**src/design/assert_macros.svh**
```systemverilog
// Assertion macros shared by the matcher RTL.
`ifndef ASSERT_MACROS_SVH
`define ASSERT_MACROS_SVH

`ifndef NO_ASSERTIONS

// Property must hold at every clock edge outside reset.
`define ASSERT_AT(lbl, clk, rst_n, prop) \
	lbl: assert property (@(posedge clk) disable iff (!rst_n) (prop)) \
		else $error("%m: assertion failed");

// Condition must never be true outside reset.
`define ASSERT_NEVER(lbl, clk, rst_n, cond) \
	lbl: assert property (@(posedge clk) disable iff (!rst_n) !(cond)) \
		else $error("%m: forbidden condition seen");

`else

`define ASSERT_AT(lbl, clk, rst_n, prop)
`define ASSERT_NEVER(lbl, clk, rst_n, cond)

`endif

`endif

```
**src/design/nobm_pkg.sv**
```systemverilog
// Types and constants of the nth-occurrence byte matcher.
package nobm_pkg;

	localparam int BYTE_W      = 8;
	localparam int CFG_DATA_W  = 64;
	localparam int CFG_INDEX_W = 2;
	localparam int LEN_W       = 5;
	localparam int COUNT_W     = 8;

	typedef enum logic [CFG_INDEX_W-1:0] {
		REG_PATTERN_LOW  = 2'd0,
		REG_PATTERN_HIGH = 2'd1,
		REG_PATTERN_LEN  = 2'd2,
		REG_OCC_WANTED   = 2'd3
	} cfg_reg_t;

	// Per-cycle control broadcast to every window cell.
	typedef struct packed {
		logic shift;
		logic clear;
	} cell_ctl_t;

endpackage

```
**src/design/nobm_byte_if.sv**
```systemverilog
// Input byte stream channel.
interface nobm_byte_if;
	import nobm_pkg::*;

	logic              valid;
	logic              ready;
	logic [BYTE_W-1:0] data_byte;
	logic              last_byte;

	modport source (output valid, output data_byte, output last_byte, input ready);
	modport sink (input valid, input data_byte, input last_byte, output ready);
endinterface

```
**src/design/nobm_result_if.sv**
```systemverilog
// Match result channel.
interface nobm_result_if #(
	parameter int POSITION_WIDTH = 16
);
	logic                      valid;
	logic                      ready;
	logic                      found;
	logic [POSITION_WIDTH-1:0] match_position;

	modport source (output valid, output found, output match_position, input ready);
	modport sink (input valid, input found, input match_position, output ready);
endinterface

```
**src/design/nobm_cfg_if.sv**
```systemverilog
// Configuration register write channel.
interface nobm_cfg_if;
	import nobm_pkg::*;

	logic                   valid;
	logic                   ready;
	logic [CFG_INDEX_W-1:0] reg_index;
	logic [CFG_DATA_W-1:0]  wdata;

	modport source (output valid, output reg_index, output wdata, input ready);
	modport sink (input valid, input reg_index, input wdata, output ready);
endinterface

```
**src/design/nobm_cell.sv**
```systemverilog
// One window cell: holds a byte, compares the incoming byte, extends the match chain.
module nobm_cell (
	input  logic                        clk,
	input  logic                        arst_n,
	input  nobm_pkg::cell_ctl_t         ctl,
	input  logic [nobm_pkg::BYTE_W-1:0] shift_in,
	input  logic [nobm_pkg::BYTE_W-1:0] pat_byte,
	input  logic                        active,
	input  logic                        match_in,
	output logic [nobm_pkg::BYTE_W-1:0] held_byte,
	output logic                        match_out
);
	import nobm_pkg::*;

	logic [BYTE_W-1:0] byte_q;

	always_ff @(posedge clk or negedge arst_n) begin
		if (!arst_n) begin
			byte_q <= '0;
		end else if (ctl.clear) begin
			byte_q <= '0;
		end else if (ctl.shift) begin
			byte_q <= shift_in;
		end
	end

	// The byte entering this cell this cycle is the one compared.
	assign match_out = match_in & (~active | (shift_in == pat_byte));
	assign held_byte = byte_q;
endmodule

```
**src/design/nth_occurrence_byte_matcher.sv**
```systemverilog
// Top level of the nth-occurrence byte matcher: config, window cell row, counters, result register.
//
//  channel   dir  payload                         handshake
//  byte_in   in   data_byte[7:0], last_byte       valid/ready
//  result    out  found, match_position[PW-1:0]   valid/ready
//  cfg       in   reg_index[1:0], wdata[63:0]     valid/ready, ready tied high
//
// One byte per cycle while byte_in.ready is high: the window shift and the compare across all
// cells complete in the accepting cycle, and a result lands in the output register on the next edge.
// byte_in.ready drops only while a held result is not taken; byte_in and result stall
// independently otherwise. Reset clears window, counters and config to defaults at once.
`include "assert_macros.svh"

module nth_occurrence_byte_matcher #(
	parameter int PATTERN_MAX    = 16,
	parameter int POSITION_WIDTH = 16
) (
	input  logic                 clk,
	input  logic                 arst_n,
	nobm_byte_if.sink            byte_in,
	nobm_result_if.source        result,
	nobm_cfg_if.sink             cfg
);
	import nobm_pkg::*;

	localparam int PW     = POSITION_WIDTH;
	localparam int PIDX_W = (PATTERN_MAX > 1) ? $clog2(PATTERN_MAX) : 1;

	// configuration
	logic [BYTE_W-1:0]  pattern_q [PATTERN_MAX];
	logic [LEN_W-1:0]   pat_len_q;
	logic [COUNT_W-1:0] wanted_q;

	// search state
	logic [PW-1:0]      idx_q;
	logic [COUNT_W-1:0] cnt_q;
	logic               done_q;

	// result register
	logic               res_valid_q;
	logic               found_q;
	logic [PW-1:0]      pos_q;

	logic               cfg_fire;
	logic               in_fire;
	cell_ctl_t          ctl;
	logic [LEN_W-1:0]   len_act;
	logic [COUNT_W-1:0] wanted_act;
	logic [BYTE_W-1:0]  held [PATTERN_MAX];
	logic [BYTE_W-1:0]  pat_sel [PATTERN_MAX];
	logic               cell_act [PATTERN_MAX];
	logic               chain [PATTERN_MAX+1];
	logic [PW:0]        idx_next_ext;
	logic [PW:0]        len_ext;
	logic               enough;
	logic               hit;
	logic [COUNT_W-1:0] cnt_inc;
	logic               report;
	logic               emit;
	logic [PW-1:0]      pos_d;

	assign cfg.ready = 1'b1;
	assign cfg_fire  = cfg.valid & cfg.ready;

	always_ff @(posedge clk or negedge arst_n) begin
		if (!arst_n) begin
			pat_len_q <= LEN_W'(1);
			wanted_q  <= COUNT_W'(1);
		end else if (cfg_fire) begin
			unique case (cfg_reg_t'(cfg.reg_index))
				REG_PATTERN_LEN: pat_len_q <= cfg.wdata[LEN_W-1:0];
				REG_OCC_WANTED:  wanted_q  <= cfg.wdata[COUNT_W-1:0];
				default: ;
			endcase
		end
	end

	for (genvar k = 0; k < PATTERN_MAX; k++) begin : g_pat
		localparam cfg_reg_t PREG = (k < 8) ? REG_PATTERN_LOW : REG_PATTERN_HIGH;
		localparam int       LSB  = BYTE_W * (k % 8);

		always_ff @(posedge clk or negedge arst_n) begin
			if (!arst_n) begin
				pattern_q[k] <= '0;
			end else if (cfg_fire && cfg_reg_t'(cfg.reg_index) == PREG) begin
				pattern_q[k] <= cfg.wdata[LSB +: BYTE_W];
			end
		end
	end

	// length 0 acts as 1, above the cell count it saturates
	always_comb begin
		if (pat_len_q == '0) begin
			len_act = LEN_W'(1);
		end else if (pat_len_q > LEN_W'(PATTERN_MAX)) begin
			len_act = LEN_W'(PATTERN_MAX);
		end else begin
			len_act = pat_len_q;
		end
	end

	assign wanted_act = (wanted_q == '0) ? COUNT_W'(1) : wanted_q;

	assign byte_in.ready = ~res_valid_q | result.ready;
	assign in_fire       = byte_in.valid & byte_in.ready;

	assign ctl.shift = in_fire & ~done_q & (idx_q != {PW{1'b1}});
	assign ctl.clear = in_fire & byte_in.last_byte;

	// cell k holds window entry k; it compares against pattern byte len-1-k
	assign chain[0] = 1'b1;
	for (genvar k = 0; k < PATTERN_MAX; k++) begin : g_cell
		logic [LEN_W-1:0] pidx;

		assign pidx        = len_act - LEN_W'(1) - LEN_W'(k);
		assign cell_act[k] = LEN_W'(k) < len_act;
		assign pat_sel[k]  = pattern_q[pidx[PIDX_W-1:0]];

		nobm_cell u_cell (
			.clk       (clk),
			.arst_n    (arst_n),
			.ctl       (ctl),
			.shift_in  ((k == 0) ? byte_in.data_byte : held[(k == 0) ? 0 : k-1]),
			.pat_byte  (pat_sel[k]),
			.active    (cell_act[k]),
			.match_in  (chain[k]),
			.held_byte (held[k]),
			.match_out (chain[k+1])
		);
	end

	// only matches wholly inside the buffer count
	assign idx_next_ext = {1'b0, idx_q} + (PW+1)'(1);
	assign len_ext      = (PW+1)'(len_act);
	assign enough       = idx_next_ext >= len_ext;
	assign hit          = ctl.shift & enough & chain[PATTERN_MAX];
	assign cnt_inc      = (cnt_q == {COUNT_W{1'b1}}) ? cnt_q : cnt_q + COUNT_W'(1);
	assign report       = hit & (cnt_inc >= wanted_act);
	assign emit         = report | (ctl.clear & ~done_q);
	assign pos_d        = report ? PW'(idx_next_ext - len_ext) : '0;

	always_ff @(posedge clk or negedge arst_n) begin
		if (!arst_n) begin
			idx_q  <= '0;
			cnt_q  <= '0;
			done_q <= 1'b0;
		end else if (ctl.clear) begin
			idx_q  <= '0;
			cnt_q  <= '0;
			done_q <= 1'b0;
		end else if (ctl.shift) begin
			idx_q <= idx_q + PW'(1);
			if (hit) begin
				cnt_q <= cnt_inc;
			end
			if (report) begin
				done_q <= 1'b1;
			end
		end
	end

	always_ff @(posedge clk or negedge arst_n) begin
		if (!arst_n) begin
			res_valid_q <= 1'b0;
		end else if (in_fire && emit) begin
			res_valid_q <= 1'b1;
		end else if (result.ready) begin
			res_valid_q <= 1'b0;
		end
	end

	always_ff @(posedge clk) begin
		if (in_fire && emit) begin
			found_q <= report;
			pos_q   <= pos_d;
		end
	end

	assign result.valid          = res_valid_q;
	assign result.found          = found_q;
	assign result.match_position = pos_q;

	`ASSERT_AT(a_notfound_pos_zero, clk, arst_n, (res_valid_q && !found_q) |-> (pos_q == '0))
	`ASSERT_AT(a_last_restarts, clk, arst_n, (in_fire && byte_in.last_byte) |=> (idx_q == '0 && cnt_q == '0 && !done_q))
	`ASSERT_AT(a_done_has_count, clk, arst_n, done_q |-> (cnt_q != '0))
	`ASSERT_NEVER(a_no_shift_when_done, clk, arst_n, ctl.shift && done_q)
	`ASSERT_AT(a_report_sets_done, clk, arst_n, (report && !byte_in.last_byte) |=> done_q)
endmodule
```
**src/flat_wrapper.sv**
```systemverilog
// flat-port wrapper written by rule: the top's interface ports become plain ports
module nth_occurrence_byte_matcher_flat import nobm_pkg::*;
#(
	parameter int PATTERN_MAX    = 16,
	parameter int POSITION_WIDTH = 16
)
  (clk, arst_n, byte_in_valid, byte_in_data_byte, byte_in_last_byte, byte_in_ready, result_valid, result_found, result_match_position, result_ready, cfg_valid, cfg_reg_index, cfg_wdata, cfg_ready);
  nobm_byte_if byte_in_i ();
  nobm_result_if #(.POSITION_WIDTH(POSITION_WIDTH)) result_i ();
  nobm_cfg_if cfg_i ();
  input  logic clk;
  input  logic arst_n;
  input wire logic [$bits(byte_in_i.valid)-1:0] byte_in_valid;
  input wire logic [$bits(byte_in_i.data_byte)-1:0] byte_in_data_byte;
  input wire logic [$bits(byte_in_i.last_byte)-1:0] byte_in_last_byte;
  output wire logic [$bits(byte_in_i.ready)-1:0] byte_in_ready;
  output wire logic [$bits(result_i.valid)-1:0] result_valid;
  output wire logic [$bits(result_i.found)-1:0] result_found;
  output wire logic [$bits(result_i.match_position)-1:0] result_match_position;
  input wire logic [$bits(result_i.ready)-1:0] result_ready;
  input wire logic [$bits(cfg_i.valid)-1:0] cfg_valid;
  input wire logic [$bits(cfg_i.reg_index)-1:0] cfg_reg_index;
  input wire logic [$bits(cfg_i.wdata)-1:0] cfg_wdata;
  output wire logic [$bits(cfg_i.ready)-1:0] cfg_ready;
  assign byte_in_i.valid = byte_in_valid;
  assign byte_in_i.data_byte = byte_in_data_byte;
  assign byte_in_i.last_byte = byte_in_last_byte;
  assign byte_in_ready = byte_in_i.ready;
  assign result_valid = result_i.valid;
  assign result_found = result_i.found;
  assign result_match_position = result_i.match_position;
  assign result_i.ready = result_ready;
  assign cfg_i.valid = cfg_valid;
  assign cfg_i.reg_index = cfg_reg_index;
  assign cfg_i.wdata = cfg_wdata;
  assign cfg_ready = cfg_i.ready;
  nth_occurrence_byte_matcher #(.PATTERN_MAX(PATTERN_MAX), .POSITION_WIDTH(POSITION_WIDTH)) u_core (.clk(clk), .arst_n(arst_n), .byte_in(byte_in_i), .result(result_i), .cfg(cfg_i));
endmodule
```
**config.mk**
```make
export PLATFORM = sky130hd
export DESIGN_NAME = nth_occurrence_byte_matcher_flat
export DESIGN_NICKNAME = d
export VERILOG_FILES = /design/src/design/nobm_pkg.sv /design/src/design/nobm_byte_if.sv /design/src/design/nobm_result_if.sv /design/src/design/nobm_cfg_if.sv /design/src/design/nobm_cell.sv /design/src/design/nth_occurrence_byte_matcher.sv /design/src/flat_wrapper.sv
export VERILOG_INCLUDE_DIRS = /design/src /design/src/design
export SDC_FILE = /design/constraint.sdc
export NUM_CORES = 1
export LEC_CHECK = 0
export BUFFER_PORTS_ARGS = -buffer_cell sky130_fd_sc_hd__clkbuf_2
export CAP_MARGIN = 20
export CELL_PAD_IN_SITES_DETAIL_PLACEMENT = 1
export CELL_PAD_IN_SITES_GLOBAL_PLACEMENT = 1
export CORE_MARGIN = 1
export CORE_UTILIZATION = 50
export CTS_CLUSTER_SIZE = 10
export DETAILED_ROUTE_END_ITERATION = 12
export PLACE_DENSITY = 0.91
export SLEW_MARGIN = 20
export SYNTH_ARGS = -nofsm -noshare
export SYNTH_HDL_FRONTEND = slang
export SYNTH_SLANG_ARGS = --single-unit
```
**constraint.sdc**
```tcl
create_clock -name clk -period 24.1 [get_ports clk]
set_clock_uncertainty 0.15 [all_clocks]
set_input_delay 1.205 -clock clk [delete_from_list [all_inputs] [get_ports clk]]
set_output_delay 1.205 -clock clk [all_outputs]
set_load 0.005 [all_outputs]
```
# Word-level counts from Yosys, hierarchy flattened

Cells that the tools add are included.

Register bits: 304
ROM bits: 0
Logic and storage cells: 296
Output and inout port bits: 20
Bits in latches: 0
Memories kept: 0
Input bits: 80
Memory bits (writable): 0

Reductions and logical operators: 14
Bitwise logic cells: 75
Muxes and demuxes: 92
Equal/unequal tests: 21
Multiply operators: 0
Order comparisons: 35
Divide/modulo/power cells: 0
Add/sub/neg operators: 20
Shift-type cells: 0

Operators with widths:

| kind                                              | count |
|---|---|
| two-way mux 8 bit                                 | 67 |
| binary-select mux 8 bit (select 4 bit)            | 16 |
| equality test 8 bit                               | 16 |
| >= comparator 5 bit, second input constant        | 16 |
| NOT 4 -> 5 bit                                    | 16 |
| < comparator 4 x 5 -> 1 bit, first input constant | 8 |
| two-way mux 16 bit                                | 2 |
| subtractor 4 bit, second input constant           | 8 |
| bitwise AND 1 bit                                 | 23 |
| < comparator 3 x 5 -> 1 bit, first input constant | 4 |
| NOT 1 bit                                         | 18 |
| OR 1 bit                                          | 18 |
| adder 16 x 1 -> 17 bit, second input constant     | 1 |
| >= comparator 17 x 5 -> 1 bit                     | 1 |
| adder 16 x 1 -> 16 bit, second input constant     | 1 |
| inequality test 16 bit, second input constant     | 1 |
| subtractor 16 x 5 -> 16 bit                       | 1 |
| subtractor 4 x 3 -> 4 bit, second input constant  | 4 |
| < comparator 1 x 5 -> 1 bit, first input constant | 2 |
| < comparator 2 x 5 -> 1 bit, first input constant | 2 |
| two-way mux 5 bit                                 | 2 |
| adder 8 x 1 -> 8 bit, second input constant       | 1 |
| equality test 8 bit, second input constant        | 1 |
| >= comparator 8 bit                               | 1 |
| other kinds (12)                                  | 27 |

# Longest topological paths before layout

Gate-level depths: netlist of run 1.

Depth in word-level cells: 31
Mapped depth: 27
Mapped depth without buffers: 19

# Cells and area by module

A second synthesis of run 1 with hierarchy kept.

Cells, all modules: 1854
Area total of the unflattened synthesis: 20632.3 sq um

By module, submodules not included:

| module                      | cells an instance | seq. area each (sq um) | instances | area each (sq um) |
|---|---|---|---|---|
| nth_occurrence_byte_matcher | 1246              | 4692.0                 | 1         | 13985.9 |
| nobm_cell                   | 38                | 200.2                  | 16        | 415.4 |

# Worst setup path after synthesis of run 1

OpenSTA, ideal clock, no wires.

Path type: flip-flop to flip-flop
Start point: register u_core.pat_len_q[1]
End point: register u_core.found_q (netlist: u_core.result.found), enable pin
Cell stages (with the launch flop): 26
Setup slack: 16.144 ns
Arrival: 7.392 ns
Library setup time: 0.415 ns
Data required time: 23.535 ns
Buffers on the path: 10
Clock period less this slack: 7.956 ns
Cell sequence: dfrtp_1 > clkbuf_1 > nand2b_1 > buf_2 > clkbuf_1 > clkbuf_1 > clkbuf_1 > buf_1 > ha_1 > clkbuf_1 > clkinv_1 > clkbuf_1 > ha_1 > nand2_1 > o211ai_1 > clkbuf_1 > mux4_2 > xor2_1 > nor4_1 > a21oi_1 > nor3_1 > o2111ai_1 > a2111o_1 > or3_1 > buf_6 > o21ai_0

Longest elaborated chain between the ends: 30
Elaborated cells on any way between the ends: 169
Those cells by class: add/sub (16); order compare (18); eq/ne (16); mux (50); bitwise (67); reduce/logical (2)

RTL lines:

| element                                              | line                               | RTL |
|---|---|---|
| from (decl)                                          | nth_occurrence_byte_matcher.sv:31  | `logic [LEN_W-1:0] pat_len_q;` |
| from (signal assigned)                               | nth_occurrence_byte_matcher.sv:71  | `REG_PATTERN_LEN: pat_len_q <= cfg.wdata[LEN_W-1:0];` |
| greater-than comparator 5 bit                        | nth_occurrence_byte_matcher.sv:95  | `end else if (pat_len_q > LEN_W'(PATTERN_MAX)) begin` |
| two-way mux 5 bit                                    | nth_occurrence_byte_matcher.sv:95  |  |
| two-way mux 5 bit *                                  | nth_occurrence_byte_matcher.sv:93  | `if (pat_len_q == '0) begin` |
| subtractor 4 x 1 -> 4 bit (2 in a row)               | nth_occurrence_byte_matcher.sv:115 | `assign pidx = len_act - LEN_W'(1) - LEN_W'(k);` |
| NOT 4 -> 5 bit (implied by the code)                 | nth_occurrence_byte_matcher.sv:117 | `assign pat_sel[k] = pattern_q[pidx[PIDX_W-1:0]];` |
| binary-select mux 8 bit (select 4 bit)               | nth_occurrence_byte_matcher.sv:117 |  |
| two-way mux 8 bit (implied by the code) (2 in a row) | nth_occurrence_byte_matcher.sv:117 |  |
| equality test 8 bit                                  | nobm_cell.sv:28                    | `assign match_out = match_in & (~active \| (shift_in == pat_byte));` |
| OR 1 bit                                             | nobm_cell.sv:28                    |  |
| bitwise AND 1 bit (15 in a row)                      | nobm_cell.sv:28                    |  |
| bitwise AND 1 bit *                                  | nth_occurrence_byte_matcher.sv:136 | `assign hit = ctl.shift & enough & chain[PATTERN_MAX];` |
| bitwise AND 1 bit *                                  | nth_occurrence_byte_matcher.sv:138 | `assign report = hit & (cnt_inc >= wanted_act);` |
| OR 1 bit *                                           | nth_occurrence_byte_matcher.sv:139 | `assign emit = report \| (ctl.clear & ~done_q);` |
| logical AND 1 bit *                                  | nth_occurrence_byte_matcher.sv:173 | `if (in_fire && emit) begin` |
| to (signal assigned)                                 | nth_occurrence_byte_matcher.sv:174 | `found_q <= report;` |
| to (decl)                                            | nth_occurrence_byte_matcher.sv:41  | `logic found_q;` |

Every way passes the cells marked *; elsewhere a longest branch is shown, timed or not. The select of a mux whose other input is x is not followed.
A chain may end at the register's enable or synchronous reset.

# Worst setup path after layout of run 1

Start point: register u_core.pat_len_q[1]
End point: register u_core.pos_q[1] (netlist: u_core.result.match_position[1]), enable pin

Longest elaborated chain between the ends: 30
Elaborated cells on any way between the ends: 169
Those cells by class: add/sub (16); order compare (18); eq/ne (16); mux (50); bitwise (67); reduce/logical (2)

RTL lines:

| element                                              | line                               | RTL |
|---|---|---|
| greater-than comparator 5 bit                        | nth_occurrence_byte_matcher.sv:95  |  |
| two-way mux 5 bit                                    | nth_occurrence_byte_matcher.sv:95  |  |
| two-way mux 5 bit *                                  | nth_occurrence_byte_matcher.sv:93  |  |
| subtractor 4 x 1 -> 4 bit (2 in a row)               | nth_occurrence_byte_matcher.sv:115 |  |
| NOT 4 -> 5 bit (implied by the code)                 | nth_occurrence_byte_matcher.sv:117 |  |
| binary-select mux 8 bit (select 4 bit)               | nth_occurrence_byte_matcher.sv:117 |  |
| two-way mux 8 bit (implied by the code) (2 in a row) | nth_occurrence_byte_matcher.sv:117 |  |
| equality test 8 bit                                  | nobm_cell.sv:28                    |  |
| OR 1 bit                                             | nobm_cell.sv:28                    |  |
| bitwise AND 1 bit (15 in a row)                      | nobm_cell.sv:28                    |  |
| bitwise AND 1 bit *                                  | nth_occurrence_byte_matcher.sv:136 |  |
| bitwise AND 1 bit *                                  | nth_occurrence_byte_matcher.sv:138 |  |
| OR 1 bit *                                           | nth_occurrence_byte_matcher.sv:139 |  |
| logical AND 1 bit *                                  | nth_occurrence_byte_matcher.sv:173 |  |
| to (signal assigned)                                 | nth_occurrence_byte_matcher.sv:175 | `pos_q <= pos_d;` |
| to (decl)                                            | nth_occurrence_byte_matcher.sv:42  | `logic [PW-1:0] pos_q;` |

Marked as above.

==> flow_summary.ini, run 1 <==
[status]
outcome = complete, no violations

[finish]
diodes = 0
area.growth.synth_to_final_pct = 9.74
layout-drive-gt1-share_pct = 27.7
mostFrequentLayoutCell = dfrtp_1
finish.utilization_pct = 56.0
layout_common_cells = dfrtp_1, mux4_2, mux2_2, a22o_1, nand2_1
number_of_nets_at_the_end_of_the_flow = 1932

[timing]
final-hold-violation-count = 0
holdWs_ns = 0.376
finalSetupTns_ns = 0
final-max-slew-violation-count = 0
post-route-min-period_ns = 9.02
slew-limit-headroom_pct = 26.4
worstMarginPinSlew_ns = 1.10
final_setup_viols = 0
fin_ws_ns = 15.08
unrepaired_setup_endpoints_after_global_routing = no
fmax_mhz = 111
final.period_utilization_pct = 37.4

[placed_design]
preCtsSetupSlack_ns = 15.08
dp_hpwl_um = 54100
gp_congestion = 1.01
portBuffers = 98

[grt]
number_of_global_route_vias_before_repair = 18000
antenna_found_initial = 4
overall_fraction_of_global_route_tracks_in_use_pct = 36.1
grt_pass1_wl_um = 114000
use_met2_pct = 56.2
top_usage_layer = met2
grt_use_met3_pct = 9.25
globalRoute.totalOverflow = 0
met1_usage_in_global_routing_pct = 47.4
pin_count_of_the_biggest_net_entering_global_routing = 109

[setup_path]
endpoint_kind = register
kind_of_cell_with_the_highest_combined_delay_on_the_critical_path = simple AND/OR/NAND/NOR gates
cp_num_buf_inv = 5
crit-reg2reg-capture = u_core.result.match_position[1]
worst-path-max-fanout = 63
r2r_setup_slack_ns = 15.08
crit_cells = 21
rr_worst_depth = 21
crit_path_top_delay_cell = or4_1
cp-endpoint = u_core.result.match_position[1]
timing_worst_setup_path_type = reg -> reg
crit_path_cell_trace = or4_1, nand2_8, inv_4, ha_1, buf_4, clkinv_1, buf_4, ha_1, nor3b_1, mux2i_1, o211ai_1, buf_4, mux4_2, xor2_1, nor4_1, a21oi_1, nor3_1, o2111ai_1, a2111o_1, or3_1, o21ai_2
crit_top_cell = buf_4
startpoint = u_core.pat_len_q[1]
cp_slowest_stage_delay_ns = 0.81
cp_data_required_time_ns = 24.12
reg2reg_from = u_core.pat_len_q[1]
crit_path_start_kind = register
arrival_time_worst_endpoint_ns = 9.04

[clock_network]
ctsHoldBuffers = 0
cts_tree = done
cts_h_tree_depth = 2
cts_setup_buffers = 0
clock-root-buffer = clkbuf_16
ctsLongestPathBuffers = 3
clock_network_latency_to_the_later_pin_of_the_worst_skew_pair_ns = 0.57
post_cts_resize_count = 0
clock_sinks = 304
worst_setup_hold_path_clk_slew_ns = 0.06
number_of_buffers_added_by_the_clock_tree_synthesis_step = 38

[min_path]
worst_hold_path.num_cells = 1
startpoint_of_the_tightest_hold_check_path = u_core.wanted_q[3]
timing.hold.worst.class = reg -> reg

[logic_synthesis]
syn_inst = 1793
synth.yosys.warnings = 0
synth_nets = 1901
synthesis.area_mm2 = 0.0210
synth_seq_area_share_pct = 36.7
synth.ff_latch_count = 304
post_synth_num_cell_types = 72
synth_async_sr_flop_share_pct = 94.4
postSynthAreaPerCell_um2 = 11.7
synth_edf_count = 17
postSynth.topFlopCell = dfrtp_1

[flow_run]
cap_violations = 0

[pwr]
power.density_cell_area_mw_per_mm2 = 119
finalPower_mw = 2.74
power.switching_mw = 1.20
internal_power_mw = 1.55
p_leak_nw = 9.91
vdd.ir_drop.worst_v = 0.0000759
switching_share_pct = 43.7
register_share_of_total_power_pct = 23.9
clock_power_share_pct = 20.3
power.combinational.fraction_pct = 55.9

[route]
vias = 17300
firstDrtPassIters = 5
detail_route.wl_per_cell_um = 31.4
drt-initial-drc-count = 2025
ant_nets = 0
post-route-drc-count = 0
wl_um = 74700
viasPerCell = 7.28

[die]
dieArea_mm2 = 0.0428
initial_core_utilization_pct = 51.1
coreArea_mm2 = 0.0411
top_level_pins = 100
die_y_um = 207
die_w_um = 207
std_cell_rows = 74
## worst min path at each step
stage | to
after global placement | u_core.wanted_q[3]
after CTS | u_core.wanted_q[1]
final | u_core.wanted_q[3]
after detailed placement | u_core.wanted_q[1]
after global routing | u_core.wanted_q[3]
after floorplan | u_core.result.valid
## power by group through the flow
stage | Combinational (mW) | Clock [mW] | Sequential [mW]
after floorplan | 1.07 | 0 | 0.616
after global routing | 1.60 | 0.580 | 0.658
after detailed placement | 1.47 | 0 | 0.654
final | 1.53 | 0.557 | 0.655
after global placement | 1.41 | 0 | 0.643
after CTS | 1.48 | 0.564 | 0.648
## per-layer routing
layer	wire (um)	share of wire, %	vias up
met2	34800	47	1165
met1	27800	37	8883
met4	3780	5.1	8
li1	-	-	6982
met5	55	0.074	-
met3	8370	11	272
## worst reg2reg max path, cell delays in order, from the launching register on
cell and delay (ns):
dfrtp_1 0.70, or4_1 0.81, nand2_8 0.48, inv_4 0.41, ha_1 0.56, buf_4 0.47
clkinv_1 0.19, buf_4 0.33, ha_1 0.40, nor3b_1 0.22, mux2i_1 0.09, o211ai_1 0.11
buf_4 0.31, mux4_2 0.59, xor2_1 0.16, nor4_1 0.35, a21oi_1 0.11, nor3_1 0.28
o2111ai_1 0.21, a2111o_1 0.49, or3_1 0.71, o21ai_2 0.50
## registers in the layout, indices dropped and copies added, names as in the netlist
signal / count
u_core.cnt_q: 8
u_core.result.match_position: 16
u_core.done_q: 1
u_core.g_cell.u_cell.held_byte: 120
u_core.idx_q: 16
u_core.pattern_q: 128
u_core.pat_len_q: 5
u_core.wanted_q: 8
u_core.result.found: 1
u_core.result.valid: 1
## logic make-up (layout without fill, tap and decap cells)
kind of cell | Yosys count | after routing | share of synthesized area [%]
xor gates and xnor gates | 150 | 150 | 6.29
adders and majority gates | 28 | 28 | 1.70
AOI/OAI and AO/OA | 356 | 356 | 12.8
muxes | 426 | 426 | 30.4
and+or+nand+nor | 364 | 364 | 8.69
buffers and inverters | 164 | 218 | 3.41
other | 1 | 1 | 0.0179
DFF | 304 | 304 | 36.7
## metrics by stage
step                      std cells  area (um2)
after floorplan                1793       21000
after global placement         2316       21800
after detailed placement       2316       21800
after CTS                      2379       23000
after global routing           2379       23000
final                          2379       23000
## cells in the mapped netlist, types with 13 or more instances
master | n | share of area [%]
a21oi_1 | 35 | 0.83
nand2_1 | 131 | 2.3
a22o_1 | 132 | 5.5
nor2b_1 | 13 | 0.39
mux4_2 | 154 | 17
and3_1 | 30 | 0.89
a31oi_1 | 25 | 0.74
nand4_1 | 19 | 0.57
a22oi_1 | 49 | 1.8
nand3_1 | 32 | 0.76
mux2i_1 | 121 | 5.8
mux2_2 | 151 | 8.1
buf_1 | 19 | 0.34
ha_1 | 27 | 1.6
nor4_1 | 23 | 0.69
edfxtp_1 | 17 | 2.4
nor2_1 | 47 | 0.84
nor3_1 | 15 | 0.36
clkbuf_1 | 91 | 1.6
o21ai_0 | 39 | 0.93
inv_1 | 24 | 0.43
nand2b_1 | 17 | 0.51
xor2_1 | 101 | 4.2
xnor2_1 | 48 | 2.0
dfrtp_1 | 285 | 34
## layout make-up
class                      count  area (um2)
timing repair buffer         123         696
tap                          532         666
sequential                   304        7690
multi-input combinational   1325       12700
clock inverter                 1        7.51
inverter                      32         124
clock buffer                  62        1180
fill                        4244       18100
(Power assumes the default switching activity.)
==> run 2, diff against run 1 <==
==> constraint.sdc (replaced) <==
create_clock -name clk -period 8.4 [get_ports clk]
set_clock_uncertainty 0.15 [all_clocks]
set_input_delay 0.42 -clock clk [delete_from_list [all_inputs] [get_ports clk]]
set_output_delay 0.42 -clock clk [all_outputs]
set_load 0.005 [all_outputs]
==> run 2 against run 1 <==
Compared with the run above: worst hold slack got worse by 0.37 ns; fmax increased by 21%; via count increased by 6.1%; register-to-register slack got worse by 14 ns; cell count increased by 2.9%; first-iteration DRC count increased by 27%; clock-buffer cell count decreased by 10; setup slack got worse by 14 ns; largest power group unchanged.
==> flow_summary.ini, run 2 (same netlist as run 1, synthesis figures left out) <==
[pwr]
vdd.ir_drop.worst_v = 0.000230
internal_power_mw = 4.43
power.density_cell_area_mw_per_mm2 = 342
register_share_of_total_power_pct = 23.7
finalPower_mw = 8.11
clock_power_share_pct = 19.7
switching_share_pct = 45.4
p_leak_nw = 10.2
power.combinational.fraction_pct = 56.6
power.switching_mw = 3.68

[clock_network]
ctsLongestPathBuffers = 3
number_of_buffers_added_by_the_clock_tree_synthesis_step = 38
cts_tree = done
clock-root-buffer = clkbuf_16
clock_sinks = 304
cts_setup_buffers = 0
cts_h_tree_depth = 2
clock_network_latency_to_the_later_pin_of_the_worst_skew_pair_ns = 0.59
worst_setup_hold_path_clk_slew_ns = 0.06

[setup_path]
startpoint = u_core.pat_len_q[3]
reg2reg_from = u_core.pat_len_q[3]
endpoint_kind = register
arrival_time_worst_endpoint_ns = 7.55
cp-endpoint = u_core.result.match_position[8]
r2r_setup_slack_ns = 0.94
cp_data_required_time_ns = 8.49
worst-path-max-fanout = 27
crit-reg2reg-capture = u_core.result.match_position[8]
rr_worst_depth = 19
timing_worst_setup_path_type = reg -> reg
crit_path_start_kind = register

[grt]
globalRoute.totalOverflow = 0
pin_count_of_the_biggest_net_entering_global_routing = 121
overall_fraction_of_global_route_tracks_in_use_pct = 41.1
antenna_found_initial = 4
number_of_global_route_vias_before_repair = 19000
grt_pass1_wl_um = 127000

[die]
die_y_um = 207
dieArea_mm2 = 0.0428
die_w_um = 207
std_cell_rows = 74
top_level_pins = 100
initial_core_utilization_pct = 51.1
coreArea_mm2 = 0.0411

[route]
vias = 18400
drt-initial-drc-count = 2579
detail_route.wl_per_cell_um = 35.1
viasPerCell = 7.50
post-route-drc-count = 0
firstDrtPassIters = 6
ant_nets = 0
wl_um = 85900

[finish]
mostFrequentLayoutCell = dfrtp_1
layout_common_cells = dfrtp_1, mux4_2, mux2_2, a22o_1, nand2_1
number_of_nets_at_the_end_of_the_flow = 2006
max_flop_register = u_core.pattern_q
largest_register_ffs = 128
layout-drive-gt1-share_pct = 27.4
area.growth.synth_to_final_pct = 12.9

[timing]
final.period_utilization_pct = 88.8
fmax_mhz = 134
final_setup_viols = 0
final-hold-violation-count = 0
slew-limit-headroom_pct = 23.6
post-route-min-period_ns = 7.46
finalSetupTns_ns = 0
final-max-slew-violation-count = 0
holdWs_ns = 0.00868
unrepaired_setup_endpoints_after_global_routing = no
worstMarginPinSlew_ns = 1.14

[status]
outcome = complete, no violations

[placed_design]
gp_congestion = 1.05
dp_hpwl_um = 56000
portBuffers = 98

[flow_run]
cap_violations = 0

[min_path]
timing.hold.worst.class = in -> reg
worst_hold_path.num_cells = 2
## run 2: routing by layer
layer / global-route usage [%] / wire, um
met5: 0 / 27
met4: 25.5 / 6590
met3: 12.4 / 10600
met2: 63.3 / 39200
met1: 50.6 / 29500
## run 2: metrics by stage
step	utilization, %	area (um2)	cells	setup WS (ns)
5_1_grt	57.6	23700	2447	0.785
2_1_floorplan	-	21000	1793	0.444
3_5_place_dp	53.4	21900	2330	1.14
4_1_cts	57.5	23600	2444	1.10
6_report	57.6	23700	2448	0.942
3_3_place_gp	53.4	21900	2330	1.37
## run 2: critical path, stage by stage (launching register included)
cell and delay (ns):
dfrtp_1 0.36, buf_4 0.23, or4_1 0.75, nand2_8 0.15, inv_4 0.04, ha_1 0.56, buf_4 0.50, ha_1 0.55
inv_2 0.32, mux4_2 0.63, xor2_1 0.19, nor4_1 0.55, a21oi_1 0.18, nor3_1 0.25, o2111ai_1 0.21, a2111o_1 0.51
or3_1 0.40, buf_4 0.22, o21ai_1 0.09, buf_4 0.27
## run 2: worst min-delay path by stage
stage | startpoint | end
floorplan | arst_n | u_core.cnt_q[0]
global placement | arst_n | u_core.g_cell[11].u_cell.held_byte[7]
detailed placement | arst_n | u_core.g_cell[12].u_cell.held_byte[7]
CTS | cfg_wdata[0] | u_core.pat_len_q[0]
global route | cfg_wdata[0] | u_core.pattern_q[120]
finish | cfg_wdata[0] | u_core.pattern_q[120]
## run 2: repair_timing
item	4_1_cts	5_1_grt
hold endpoints to repair	189	0
gates resized for setup	0	0
hold buffers	58	0
## run 2: cell type report
cell class              count  area (um2)
clock buffers              52        1060
fillers                  4188       17400
clock inverters             4        51.3
diodes                      2        5.00
multi-input cells        1325       12700
inverters                  32         124
well taps                 532         666
flip-flops and latches    304        7690
repair buffers            197        1440
## run 2: power by group through the flow
stage          clock network, mW  registers (mW)  logic, mW
2_1_floorplan                  0            1.77       3.06
3_3_place_gp                   0            1.84       4.11
3_5_place_dp                   0            1.88       4.28
4_1_cts                     1.58            1.86       4.36
5_1_grt                     1.65            1.91       4.73
6_report                    1.60            1.92       4.59
